[config.mk]
export PLATFORM = sky130hd
export DESIGN_NAME = epoch_ms_date_converter
export DESIGN_NICKNAME = d
export VERILOG_FILES = /design/src/hw/rtl/emdc_pkg.sv /design/src/hw/rtl/emdc_div.sv /design/src/hw/rtl/epoch_ms_date_converter.sv
export SDC_FILE = /design/constraint.sdc
export NUM_CORES = 1
export LEC_CHECK = 0
export BUFFER_PORTS_ARGS = -buffer_cell sky130_fd_sc_hd__clkbuf_2
export CAP_MARGIN = 20
export CORE_ASPECT_RATIO = 2
export CORE_MARGIN = 8
export CORE_UTILIZATION = 49
export CTS_BUF_LIST = sky130_fd_sc_hd__clkbuf_8
export DETAILED_ROUTE_END_ITERATION = 6
export PLACE_DENSITY = 0.67
export SYNTH_ARGS = -nofsm -noshare
export SYNTH_HDL_FRONTEND = slang
export SYNTH_SLANG_ARGS = --single-unit
[constraint.sdc]
create_clock -name clk_i -period 18 [get_ports clk_i]
set_input_delay 2.7 -clock clk_i [delete_from_list [all_inputs] [get_ports clk_i]]
set_output_delay 2.7 -clock clk_i [all_outputs]
set_load 0.005 [all_outputs]
[src/hw/rtl/emdc_pkg.sv]
`timescale 1ns / 1ps

package emdc_pkg;

  // Direction codes carried in the mode field.
  localparam logic ModeToEpoch = 1'b0;
  localparam logic ModeToDate  = 1'b1;

  // Calendar limits of the supported range.
  localparam logic [11:0] FirstYear = 12'd1970;
  localparam logic [11:0] MinYear   = 12'd2000;
  localparam logic [11:0] MaxYear   = 12'd2099;

  // First millisecond of 2100-01-01; epochs at or past it are rejected.
  localparam logic [63:0] EpochLimitMs = 64'd4102444800000;

  localparam logic [16:0] SecPerDay  = 17'd86400;
  localparam logic [16:0] SecPerHour = 17'd3600;
  localparam logic [16:0] SecPerMin  = 17'd60;
  localparam logic [16:0] MsPerSec   = 17'd1000;

  // Width of the millisecond datapath of the shared subtract unit.
  localparam int unsigned DivDataW = 42;

  // Step sizes, in milliseconds, that the epoch-to-date walk subtracts.
  localparam logic [DivDataW-1:0] SecMs      = 42'd1000;
  localparam logic [DivDataW-1:0] MinMs      = 42'd60000;
  localparam logic [DivDataW-1:0] HourMs     = 42'd3600000;
  localparam logic [DivDataW-1:0] DayMs      = 42'd86400000;
  localparam logic [DivDataW-1:0] YearMs     = 42'd365 * DayMs;
  localparam logic [DivDataW-1:0] LeapYearMs = 42'd366 * DayMs;

  typedef struct packed {
    logic        mode;
    logic [63:0] epoch_in;
    logic [11:0] year_in;
    logic [3:0]  month_in;
    logic [4:0]  day_in;
    logic [4:0]  hour_in;
    logic [5:0]  minute_in;
    logic [5:0]  second_in;
  } in_item_t;

  typedef struct packed {
    logic [41:0] epoch_out;
    logic [11:0] year_out;
    logic [3:0]  month_out;
    logic [4:0]  day_out;
    logic [4:0]  hour_out;
    logic [5:0]  minute_out;
    logic [5:0]  second_out;
    logic        valid_res;
  } out_item_t;

  // Operands of and answer from the shared compare-and-subtract unit.
  typedef struct packed {
    logic [DivDataW-1:0] minuend;
    logic [DivDataW-1:0] step;
  } div_req_t;

  typedef struct packed {
    logic                fits;
    logic [DivDataW-1:0] diff;
  } div_rsp_t;

  // Leap rule for the years the block ever visits (1970 to 2099): inside
  // that span the century exceptions never apply, and 2000 is a leap year.
  function automatic logic is_leap(input logic [11:0] yr);
    return (yr[1:0] == 2'b00);
  endfunction

  function automatic logic [8:0] year_days(input logic [11:0] yr);
    return is_leap(yr) ? 9'd366 : 9'd365;
  endfunction

  // Length of a month; a month code outside 1 to 12 has no days.
  function automatic logic [4:0] month_days(input logic leap, input logic [3:0] mon);
    logic [4:0] len;
    unique case (mon)
      4'd1, 4'd3, 4'd5, 4'd7, 4'd8, 4'd10, 4'd12: len = 5'd31;
      4'd4, 4'd6, 4'd9, 4'd11:                    len = 5'd30;
      4'd2:                                       len = leap ? 5'd29 : 5'd28;
      default:                                    len = 5'd0;
    endcase
    return len;
  endfunction

  // Milliseconds in a month of the given length in days.
  function automatic logic [DivDataW-1:0] month_ms(input logic [4:0] len);
    logic [DivDataW-1:0] ms;
    unique case (len)
      5'd28:   ms = 42'd28 * DayMs;
      5'd29:   ms = 42'd29 * DayMs;
      5'd30:   ms = 42'd30 * DayMs;
      5'd31:   ms = 42'd31 * DayMs;
      default: ms = '0;
    endcase
    return ms;
  endfunction

endpackage

[src/hw/rtl/emdc_div.sv]
`timescale 1ns / 1ps

// Shared compare-and-subtract step: tells whether the step still fits into
// the running remainder and gives the remainder after taking it away.
module emdc_div (
  input  emdc_pkg::div_req_t req_i,
  output emdc_pkg::div_rsp_t rsp_o
);

  logic [emdc_pkg::DivDataW:0] diff;

  // The extra top bit is the borrow; it is set when the step does not fit.
  assign diff = {1'b0, req_i.minuend} - {1'b0, req_i.step};

  assign rsp_o.fits = !diff[emdc_pkg::DivDataW];
  assign rsp_o.diff = diff[emdc_pkg::DivDataW-1:0];

endmodule

[src/hw/rtl/epoch_ms_date_converter.sv]
`timescale 1ns / 1ps

// Converts between a civil date-time (years 2000 to 2099) and milliseconds
// since 1970-01-01 00:00:00, one item at a time; mode 0 goes from date to
// milliseconds and mode 1 back. A date-to-epoch item counts days over each
// year since 1970 and each month before the given one, then runs the
// multiply chain (days, hours, minutes and seconds, then milliseconds) and
// loads the result. An epoch-to-date item walks the milliseconds down with
// one shared compare-and-subtract unit, taking away whole years, months,
// days, hours, minutes and seconds in turn at one step a cycle. Invalid
// dates and epochs at or past 2100 go straight to the done state and give
// all-zero results. The input stalls while an item is in work; a finished
// result waits in the output register, and the next item may be taken
// meanwhile. A result that finds the output register still held waits
// until it is taken.
module epoch_ms_date_converter (
  input  logic                 clk_i,
  input  logic                 rst_ni,
  input  logic                 in_valid_i,
  output logic                 in_stall_o,
  input  emdc_pkg::in_item_t   in_item_i,
  output logic                 out_valid_o,
  input  logic                 out_stall_i,
  output emdc_pkg::out_item_t  out_item_o
);

  localparam logic [3:0] StIdle    = 4'd0;
  localparam logic [3:0] StYear0   = 4'd1;
  localparam logic [3:0] StMonth0  = 4'd2;
  localparam logic [3:0] StMulDay  = 4'd3;
  localparam logic [3:0] StMulHour = 4'd4;
  localparam logic [3:0] StMulMin  = 4'd5;
  localparam logic [3:0] StMulMs   = 4'd6;
  localparam logic [3:0] StYear1   = 4'd7;
  localparam logic [3:0] StMonth1  = 4'd8;
  localparam logic [3:0] StDay1    = 4'd9;
  localparam logic [3:0] StHour1   = 4'd10;
  localparam logic [3:0] StMin1    = 4'd11;
  localparam logic [3:0] StSec1    = 4'd12;
  localparam logic [3:0] StDone    = 4'd13;

  logic [3:0]  state_q, state_d;
  logic        out_valid_q, out_valid_d;
  logic        mode_q, mode_d;
  logic        zero_q, zero_d;
  logic [11:0] ytgt_q, ytgt_d;
  logic [3:0]  mtgt_q, mtgt_d;
  logic [4:0]  dtgt_q, dtgt_d;
  logic [11:0] yr_q, yr_d;
  logic [3:0]  mon_q, mon_d;
  logic [15:0] days_q, days_d;
  logic [4:0]  hr_q, hr_d;
  logic [5:0]  mi_q, mi_d;
  logic [5:0]  se_q, se_d;
  logic [31:0] acc_q, acc_d;
  logic [41:0] epoch_q, epoch_d;
  logic [41:0] rem_q, rem_d;
  emdc_pkg::out_item_t out_q, out_d;

  emdc_pkg::div_req_t div_req;
  emdc_pkg::div_rsp_t div_rsp;

  logic       in_fire;
  logic       date_ok;
  logic       epoch_over;
  logic [4:0] mlen;
  logic [8:0] ylen;

  emdc_div u_div (
    .req_i (div_req),
    .rsp_o (div_rsp)
  );

  assign in_stall_o = (state_q != StIdle);
  assign in_fire    = in_valid_i && !in_stall_o;

  // Range check of an incoming date, used in mode 0 only.
  assign date_ok = (in_item_i.year_in >= emdc_pkg::MinYear) &&
                   (in_item_i.year_in <= emdc_pkg::MaxYear) &&
                   (in_item_i.day_in != 5'd0) &&
                   (in_item_i.day_in <= emdc_pkg::month_days(
                      emdc_pkg::is_leap(in_item_i.year_in), in_item_i.month_in)) &&
                   (in_item_i.hour_in <= 5'd23) &&
                   (in_item_i.minute_in <= 6'd59) &&
                   (in_item_i.second_in <= 6'd59);

  assign epoch_over = (in_item_i.epoch_in >= emdc_pkg::EpochLimitMs);

  // Length of the year and month the loops are currently stepping over.
  assign ylen = emdc_pkg::year_days(yr_q);
  assign mlen = emdc_pkg::month_days(
                  emdc_pkg::is_leap((mode_q == emdc_pkg::ModeToDate) ? yr_q : ytgt_q),
                  mon_q);

  // Step that the shared unit tries to take from the remainder.
  always_comb begin
    div_req.minuend = rem_q;
    unique case (state_q)
      StYear1:  div_req.step = emdc_pkg::is_leap(yr_q) ? emdc_pkg::LeapYearMs
                                                       : emdc_pkg::YearMs;
      StMonth1: div_req.step = emdc_pkg::month_ms(mlen);
      StDay1:   div_req.step = emdc_pkg::DayMs;
      StHour1:  div_req.step = emdc_pkg::HourMs;
      StMin1:   div_req.step = emdc_pkg::MinMs;
      default:  div_req.step = emdc_pkg::SecMs;
    endcase
  end

  // Sequencer.
  always_comb begin
    state_d     = state_q;
    out_valid_d = out_valid_q && out_stall_i;
    out_d       = out_q;
    mode_d      = mode_q;
    zero_d      = zero_q;
    ytgt_d      = ytgt_q;
    mtgt_d      = mtgt_q;
    dtgt_d      = dtgt_q;
    yr_d        = yr_q;
    mon_d       = mon_q;
    days_d      = days_q;
    hr_d        = hr_q;
    mi_d        = mi_q;
    se_d        = se_q;
    acc_d       = acc_q;
    epoch_d     = epoch_q;
    rem_d       = rem_q;

    unique case (state_q)
      StIdle: begin
        if (in_fire) begin
          mode_d = in_item_i.mode;
          ytgt_d = in_item_i.year_in;
          mtgt_d = in_item_i.month_in;
          dtgt_d = in_item_i.day_in;
          yr_d   = emdc_pkg::FirstYear;
          mon_d  = 4'd1;
          days_d = '0;
          if (in_item_i.mode == emdc_pkg::ModeToEpoch) begin
            hr_d    = in_item_i.hour_in;
            mi_d    = in_item_i.minute_in;
            se_d    = in_item_i.second_in;
            zero_d  = !date_ok;
            state_d = date_ok ? StYear0 : StDone;
          end else begin
            hr_d    = '0;
            mi_d    = '0;
            se_d    = '0;
            rem_d   = in_item_i.epoch_in[41:0];
            zero_d  = epoch_over;
            state_d = epoch_over ? StDone : StYear1;
          end
        end
      end

      // Date to epoch: count whole years, then whole months, then days.
      StYear0: begin
        if (yr_q < ytgt_q) begin
          days_d = days_q + 16'(ylen);
          yr_d   = yr_q + 1'b1;
        end else begin
          state_d = StMonth0;
        end
      end

      StMonth0: begin
        if (mon_q < mtgt_q) begin
          days_d = days_q + 16'(mlen);
          mon_d  = mon_q + 1'b1;
        end else begin
          days_d  = days_q + 16'(dtgt_q - 5'd1);
          state_d = StMulDay;
        end
      end

      StMulDay: begin
        acc_d   = 32'(days_q) * 32'(emdc_pkg::SecPerDay);
        state_d = StMulHour;
      end

      StMulHour: begin
        acc_d   = acc_q + 32'(hr_q) * 32'(emdc_pkg::SecPerHour);
        state_d = StMulMin;
      end

      StMulMin: begin
        acc_d   = acc_q + 32'(mi_q) * 32'(emdc_pkg::SecPerMin) + 32'(se_q);
        state_d = StMulMs;
      end

      StMulMs: begin
        epoch_d = 42'(acc_q) * 42'(emdc_pkg::MsPerSec);
        state_d = StDone;
      end

      // Epoch to date: take away whole years, then months, days, hours,
      // minutes and seconds; the leftover milliseconds are dropped.
      StYear1: begin
        if (div_rsp.fits) begin
          rem_d = div_rsp.diff;
          yr_d  = yr_q + 1'b1;
        end else begin
          state_d = StMonth1;
        end
      end

      StMonth1: begin
        if ((mon_q <= 4'd12) && div_rsp.fits) begin
          rem_d = div_rsp.diff;
          mon_d = mon_q + 1'b1;
        end else begin
          state_d = StDay1;
        end
      end

      StDay1: begin
        if (div_rsp.fits) begin
          rem_d  = div_rsp.diff;
          days_d = days_q + 16'd1;
        end else begin
          state_d = StHour1;
        end
      end

      StHour1: begin
        if (div_rsp.fits) begin
          rem_d = div_rsp.diff;
          hr_d  = hr_q + 5'd1;
        end else begin
          state_d = StMin1;
        end
      end

      StMin1: begin
        if (div_rsp.fits) begin
          rem_d = div_rsp.diff;
          mi_d  = mi_q + 6'd1;
        end else begin
          state_d = StSec1;
        end
      end

      StSec1: begin
        if (div_rsp.fits) begin
          rem_d = div_rsp.diff;
          se_d  = se_q + 6'd1;
        end else begin
          state_d = StDone;
        end
      end

      // Hand the result to the output register once it is free.
      StDone: begin
        if (!out_valid_q || !out_stall_i) begin
          out_d = '0;
          if (!zero_q) begin
            if (mode_q == emdc_pkg::ModeToEpoch) begin
              out_d.epoch_out = epoch_q;
              out_d.valid_res = 1'b1;
            end else begin
              out_d.year_out   = yr_q;
              out_d.month_out  = mon_q;
              out_d.day_out    = 5'(days_q + 16'd1);
              out_d.hour_out   = hr_q;
              out_d.minute_out = mi_q;
              out_d.second_out = se_q;
              out_d.valid_res  = (yr_q >= emdc_pkg::MinYear);
            end
          end
          out_valid_d = 1'b1;
          state_d     = StIdle;
        end
      end

      default: begin
        state_d = StIdle;
      end
    endcase
  end

  always_ff @(posedge clk_i or negedge rst_ni) begin
    if (!rst_ni) begin
      state_q     <= StIdle;
      out_valid_q <= 1'b0;
    end else begin
      state_q     <= state_d;
      out_valid_q <= out_valid_d;
    end
  end

  always_ff @(posedge clk_i) begin
    out_q    <= out_d;
    mode_q   <= mode_d;
    zero_q   <= zero_d;
    ytgt_q   <= ytgt_d;
    mtgt_q   <= mtgt_d;
    dtgt_q   <= dtgt_d;
    yr_q     <= yr_d;
    mon_q    <= mon_d;
    days_q   <= days_d;
    hr_q     <= hr_d;
    mi_q     <= mi_d;
    se_q     <= se_d;
    acc_q    <= acc_d;
    epoch_q  <= epoch_d;
    rem_q    <= rem_d;
  end

  assign out_valid_o = out_valid_q;
  assign out_item_o  = out_q;

endmodule
==> run_results.csv, run 1 <==
group,metric,value,unit
setup_path,cpMostUsedCell,"a21oi_1",
clock_tree,path_clk_slew,0.07,ns
sta,fin_setup_tns,0,ns
routing,totalWireLength,57.0,mm
die,dieHeight,332,um
synthesis,async_flop_share,1.89,%
synthesis,synth_cell_type_count,91,
clock_tree,h-tree-depth,2,
global_routing,grt_pass1_vias,18500,
clock_tree,cts_setup_buffers,0,
hold_path,hold_path.class,"reg -> reg",
setup_path,start_kind,"flop",
sta,period_minus_slack,5.90,ns
die,dieWidth,174,um
clock_tree,cts_root_buf,"clkbuf_8",
routing,vias_per_cell,5.66,
routing,vias,18200,
sta,period_share,32.8,%
final_layout,layout.nets,3110,
die,dieArea,57700,um2
place,portBuffers,183,
synthesis,seq_area_frac_synth,32.5,%
die,core,49600,um2
setup_path,cp_top_family,"compound AO/OA/AOI/OAI gates",
global_routing,overflow,0,
final_layout,layout-drive-gt1-share,11.6,%
synthesis,synth_edf_count,260,
routing,wl_per_cell,17.7,um
final_layout,area_growth,10.1,%
routing,first_pass_iters,6,
global_routing,grt_max_degree,71,
synthesis,synth_warnings,0,
synthesis,netlist_area,24400,um2
die,io-pin-count,190,
setup_path,slowest_delay,0.59,ns
sta,setup_violations,0,
place,dpl.hpwl,44.9,mm
setup_path,worst_path_max_delay_cell,"o31ai_1",
sta,drv_slew,0,
setup_path,crit_path_cell_trace,"fa_1 > inv_1 > fa_1 > inv_1 > ha_1 > a21o_1 > a21oi_1 > o21bai_1 > a21oi_1 > o21bai_1 > a21oi_1 > xnor2_1 > ha_1 > ha_1 > nand2_1 > o21ai_0 > o31ai_1 > a211oi_1 > a22oi_1 > o32ai_1 > a21oi_1 > o211ai_1",
sta,fin_skew,0.0359,ns
sta,rsz0062_at_grt,"no",
setup_path,crit_arrival,6.23,ns
clock_tree,numClockSinks,265,
setup_path,worst-path-max-fanout,8,
clock_tree,clock_latency,0.61,ns
sta,final-hold-violation-count,0,
final_layout,final_common_cell,"ha_1",
sta,maxSlewHeadroom,25.7,%
setup_path,timing.critical_path.buf_inv,2,
clock_tree,cts_resized,0,
routing,first_iter_violations,1166,
clock_tree,cts_buffer_depth,3,
synthesis,ys_seq_elements,265,
run_status,status,"complete, no violations",
routing,drcViolationCount,0,
die,std_cell_rows,116,
clock_tree,cts_made_buffers,43,
synthesis,syn_inst,2336,
run,cap_violations,0,
sta,worst_pin_slew,1.11,ns
setup_path,required,18.33,ns
global_routing,grt_pass1_wl,93.6,mm
clock_tree,hold_buffers,0,
place,place_congestion,0.876,
routing,ant_nets,0,
synthesis,avgSynthCellArea,10.5,um2
setup_path,critPathCaptureType,"flop",
setup_path,crit_type,"reg -> reg",
clock_tree,cts_tree,"done",
global_routing,gr-usage-all-layers,19.6,%
global_routing,antenna_found_initial,2,
setup_path,rrSetupSlack,12.10,ns
sta,max_freq,0.169,GHz
synthesis,synthFlopType,"edfxtp_1",
die,start_util,49.2,%
final_layout,layout_common_cells,"307 x ha_1, 260 x edfxtp_1, 232 x inv_1, 183 x clkbuf_2, 167 x fa_1",
## cell usage after synthesis (20+ instances only)
| cell type | instances | share of area [%] |
|---|---|---|
| and2_1 | 67 | 1.7 |
| fa_1 | 167 | 14 |
| nor2b_1 | 20 | 0.51 |
| edfxtp_1 | 260 | 32 |
| a21oi_1 | 149 | 3.1 |
| nand2_1 | 126 | 1.9 |
| and3_1 | 22 | 0.56 |
| nand3b_1 | 22 | 0.68 |
| o21ai_0 | 123 | 2.5 |
| ha_1 | 307 | 16 |
| nand3_1 | 39 | 0.80 |
| nor2_1 | 156 | 2.4 |
| inv_1 | 223 | 3.4 |
| nand2b_1 | 28 | 0.72 |
| xnor2_1 | 117 | 4.2 |
| clkbuf_1 | 46 | 0.71 |
| nor3_1 | 42 | 0.86 |
| a21o_1 | 63 | 1.9 |
| xor2_1 | 60 | 2.2 |
## cells by family after synthesis
logic type,share of synthesized area [%]
DFF,32.5
adders and majority gates,29.4
AOI/OAI and AO/OA,15.1
muxes,0.399
other,0.0153
and+or+nand+nor,12.0
xor gates and xnor gates,6.34
buffers and inverters,4.27
## through the flow
stage	area [um2]	cells	setup slack, ns	utilization (%)	hold slack (ns)
finish	26900	3215	12.10	54.2	0.510
global route	26900	3214	11.72	54.2	0.534
CTS	26900	3213	12.13	54.2	0.506
detailed placement	26100	3133	12.24	52.6	0.503
global placement	26100	3133	12.25	52.6	0.500
floorplan	24400	2338	8.96	-	0.497
## worst paths after layout
kind                                  start        endpoint  cells after the start
worst min-delay path            epoch_q[33]  out_item_o[72]                      1
worst min register to register  epoch_q[33]  out_item_o[72]                      1
min in group asynchronous            rst_ni      state_q[1]                      1
worst max-delay path                mi_q[2]       acc_q[31]                     22
worst max register to register      mi_q[2]       acc_q[31]                     22
max in group asynchronous            rst_ni     out_valid_o                      1
## registers in the layout (all words and copies together) (netlist names)
signal / flops
se_q: 6
days_q: 16
epoch_q: 39
out_item_o: 78
out_valid_o: 1
zero_q: 1
yr_q: 12
mon_q: 4
mtgt_q: 4
hr_q: 5
mode_q: 1
ytgt_q: 12
state_q: 4
mi_q: 6
rem_q: 39
acc_q: 32
dtgt_q: 5
## area by class of cell
type / count / area (um2)
clock buffers: 43 / 592
clock inverters: 37 / 211
flip-flops and latches: 265 / 7930
inverters: 223 / 837
multi-input cells: 1800 / 15500
diodes: 2 / 5.00
fillers: 4512 / 22700
well taps: 649 / 812
repair buffers: 196 / 1010
## routing by layer
layer / vias up / wire (um) / GRT usage (%) / part of all wire (%)
met2: 500 / 28700 / 34.4 / 50
met1: 8833 / 23800 / 24.2 / 42
li1: 8772 / - / - / -
met5: - / 0 / 0 / 0
met4: 0 / 1330 / 5.48 / 2.3
met3: 89 / 3210 / 3.49 / 5.6
Power of run 1 is left out: the tool's default activity adds up to more than one toggle a clock period on the data nets, which glitch-free logic cannot reach.
==> inputs of run 2 (changes only) <==
--- a/config.mk
+++ b/config.mk
@@ -5,6 +5,7 @@
 export SDC_FILE = /design/constraint.sdc
 export NUM_CORES = 1
 export LEC_CHECK = 0
+export ABC_AREA = 1
 export BUFFER_PORTS_ARGS = -buffer_cell sky130_fd_sc_hd__clkbuf_2
 export CAP_MARGIN = 20
 export CORE_ASPECT_RATIO = 2
==> constraint.sdc (replaced) <==
create_clock -name clk_i -period 5.6 [get_ports clk_i]
set_input_delay 0.84 -clock clk_i [delete_from_list [all_inputs] [get_ports clk_i]]
set_output_delay 0.84 -clock clk_i [all_outputs]
set_load 0.005 [all_outputs]
==> run_results.csv, run 2 <==
group,metric,value,unit
die,std_cell_rows,121,
clock_tree,path_clk_slew,0.07,ns
final_layout,layout_common_cells,"600 x nand2_1, 554 x inv_1, 370 x nor2_1, 307 x ha_1, 260 x edfxtp_1",
run,cap_violations,0,
clock_tree,clock_latency,0.64,ns
sta,drv_slew,0,
synthesis,ys_seq_elements,265,
die,io-pin-count,190,
synthesis,synth_cell_type_count,62,
setup_path,worst-path-max-fanout,5,
synthesis,synth_top_area_cell,"edfxtp_1",
setup_path,required,5.98,ns
sta,fin_setup_tns,0,ns
sta,final-hold-violation-count,0,
routing,vias,23600,
global_routing,gr-usage-all-layers,26.7,%
global_routing,grt_pass1_wl,131,mm
synthesis,seq_area_frac_synth,29.4,%
sta,maxSlewHeadroom,27.6,%
clock_tree,h-tree-depth,2,
global_routing,grt_pass1_vias,25400,
final_layout,fin_cells,4243,
clock_tree,cts_tree,"done",
final_layout,final_common_cell,"nand2_1",
setup_path,timing.critical_path.buf_inv,1,
routing,ant_nets,0,
synthesis,synth_edf_count,260,
sta,rsz0062_at_grt,"no",
routing,drcViolationCount,0,
setup_path,slowest_delay,0.57,ns
routing,wl_per_cell,20.0,um
sta,max_freq,0.195,GHz
final_layout,largest_reg_flops,78,
global_routing,overflow,0,
synthesis,async_flop_share,1.89,%
synthesis,synth_most_common_cell,"nand2_1",
synthesis,syn_inst,3303,
place,portBuffers,183,
die,dieWidth,182,um
hold_path,min_path_cells,1,
sta,worst_pin_slew,1.09,ns
sta,period_minus_slack,5.12,ns
place,dpl.hpwl,71.2,mm
synthesis,netlist_area,27000,um2
setup_path,worst_r2r_endpoint,"acc_q[29]",
synthesis,synth_top_area_share,28.9,%
setup_path,critPathCaptureType,"flop",
routing,vias_per_cell,5.55,
synthesis,synthFlopType,"edfxtp_1",
final_layout,area_growth,10.2,%
sta,setup_violations,0,
synthesis,synth_warnings,0,
routing,first_pass_iters,5,
routing,first_iter_violations,942,
place,place_ws,0.264,ns
place,placedCellCount,4164,
setup_path,crit_path_cell_trace,"buf_4 > fa_1 > fa_1 > ha_1 > nand2_1 > o21ai_0 > nand2_1 > nand2_1 > a21oi_1 > xnor2_1 > ha_1 > ha_1 > nand2_1 > nor4_2 > nand3_1 > nand2_1 > nand2_1 > o21ai_0 > nand3_1",
place,place_congestion,0.988,
setup_path,reg2reg_from,"mi_q[2]",
global_routing,antenna_found_initial,2,
clock_tree,numClockSinks,265,
clock_tree,cts_root_buf,"clkbuf_8",
synthesis,ys_top_cells_by_area,"edfxtp_1 29%, ha_1 14%, fa_1 12%",
sta,period_share,91.4,%
die,dieArea,63300,um2
setup_path,worst_path_max_delay_cell,"fa_1",
run_status,status,"complete, no violations",
hold_path,min_to,"ytgt_q[0]",
setup_path,ff2ff_path_depth,19,
clock_tree,cts_made_buffers,43,
setup_path,rrSetupSlack,0.48,ns
setup_path,start_kind,"flop",
final_layout,layout-drive-gt1-share,9.96,%
setup_path,cpMostUsedCell,"nand2_1",
die,core,54500,um2
synthesis,avgSynthCellArea,8.17,um2
clock_tree,cts_buffer_depth,3,
setup_path,crit_type,"reg -> reg",
global_routing,grt_max_degree,79,
setup_path,crit_arrival,5.50,ns
hold_path,hold_path.class,"in -> reg",
die,start_util,49.5,%
sta,fin_skew,0.0305,ns
final_layout,layout.nets,4116,
die,dieHeight,348,um
sta,setup_slack,0.482,ns
routing,totalWireLength,84.9,mm
hold_path,hold_start,"in_item_i[26]",
synthesis,synthTopCellsByCount,"600 x nand2_1, 540 x inv_1, 373 x nor2_1, 307 x ha_1, 260 x edfxtp_1",
setup_path,cp_top_family,"adder cells",
[run 2: cell count changes after synthesis, sizes merged, moves of 74 or more]
cell   delta
a21oi    +74
nor2    +231
nand2   +480
xnor2    -79
inv     +332
o21ai    +88
nand3   +177
[run 2: routing by layer]
layer | GRT usage, % | up-vias | part of all wire (%)
li1 | - | 11400 | -
met1 | 21.4 | 11100 | 30
met2 | 53.6 | 692 | 56
met3 | 3.67 | 359 | 3.7
met4 | 24.5 | 0 | 10
met5 | 0 | - | 0
[run 2: what timing repair did]
| action | CTS | global route |
|---|---|---|
| endpoints found under the setup margin | 0 | 7 |
| resized for setup | 0 | 3 |
| hold endpoints to repair | 4 | 0 |
| hold buffers | 1 | 0 |
| buffers inserted | 0 | 0 |
[run 2: layout make-up]
type	count	area, um2
antenna	2	5.00
clock buffer	46	633
clock inverter	29	205
fill	5364	24800
inverter	558	2110
multi-input combinational	2454	16800
sequential	265	7930
tap	676	846
timing repair buffer	213	1160
[run 2: how the worst max path moves through the flow]
stage,start,endpoint,depth (start not counted)
floorplan,out_stall_i,out_item_o[0],3
global route,mi_q[1],acc_q[28],24
finish,mi_q[2],acc_q[29],19
global placement,mi_q[1],acc_q[29],22
detailed placement,mi_q[1],acc_q[29],22
CTS,mi_q[1],acc_q[29],22
[run 2: stage by stage]
stage	instance area (um2)	utilization, %	hold slack (ns)
floorplan	27000	-	0.490
global placement	28800	52.9	0.520
detailed placement	28800	52.9	0.522
CTS	29700	54.5	0.360
global route	29700	54.5	0.380
finish	29700	54.5	0.399
[run 2: cells by family after synthesis]
logic type	count (synthesis)	share of synthesized area, %
AO/OA/AOI/OAI	548	11.4
XOR/XNOR	87	2.82
adder cells (fa/ha/maj)	474	26.6
buffers and inverters	586	8.40
flip-flops	265	29.4
other	1	0.0139
AND/OR/NAND/NOR	1342	21.4
Power of run 2 is left out for the same reason.
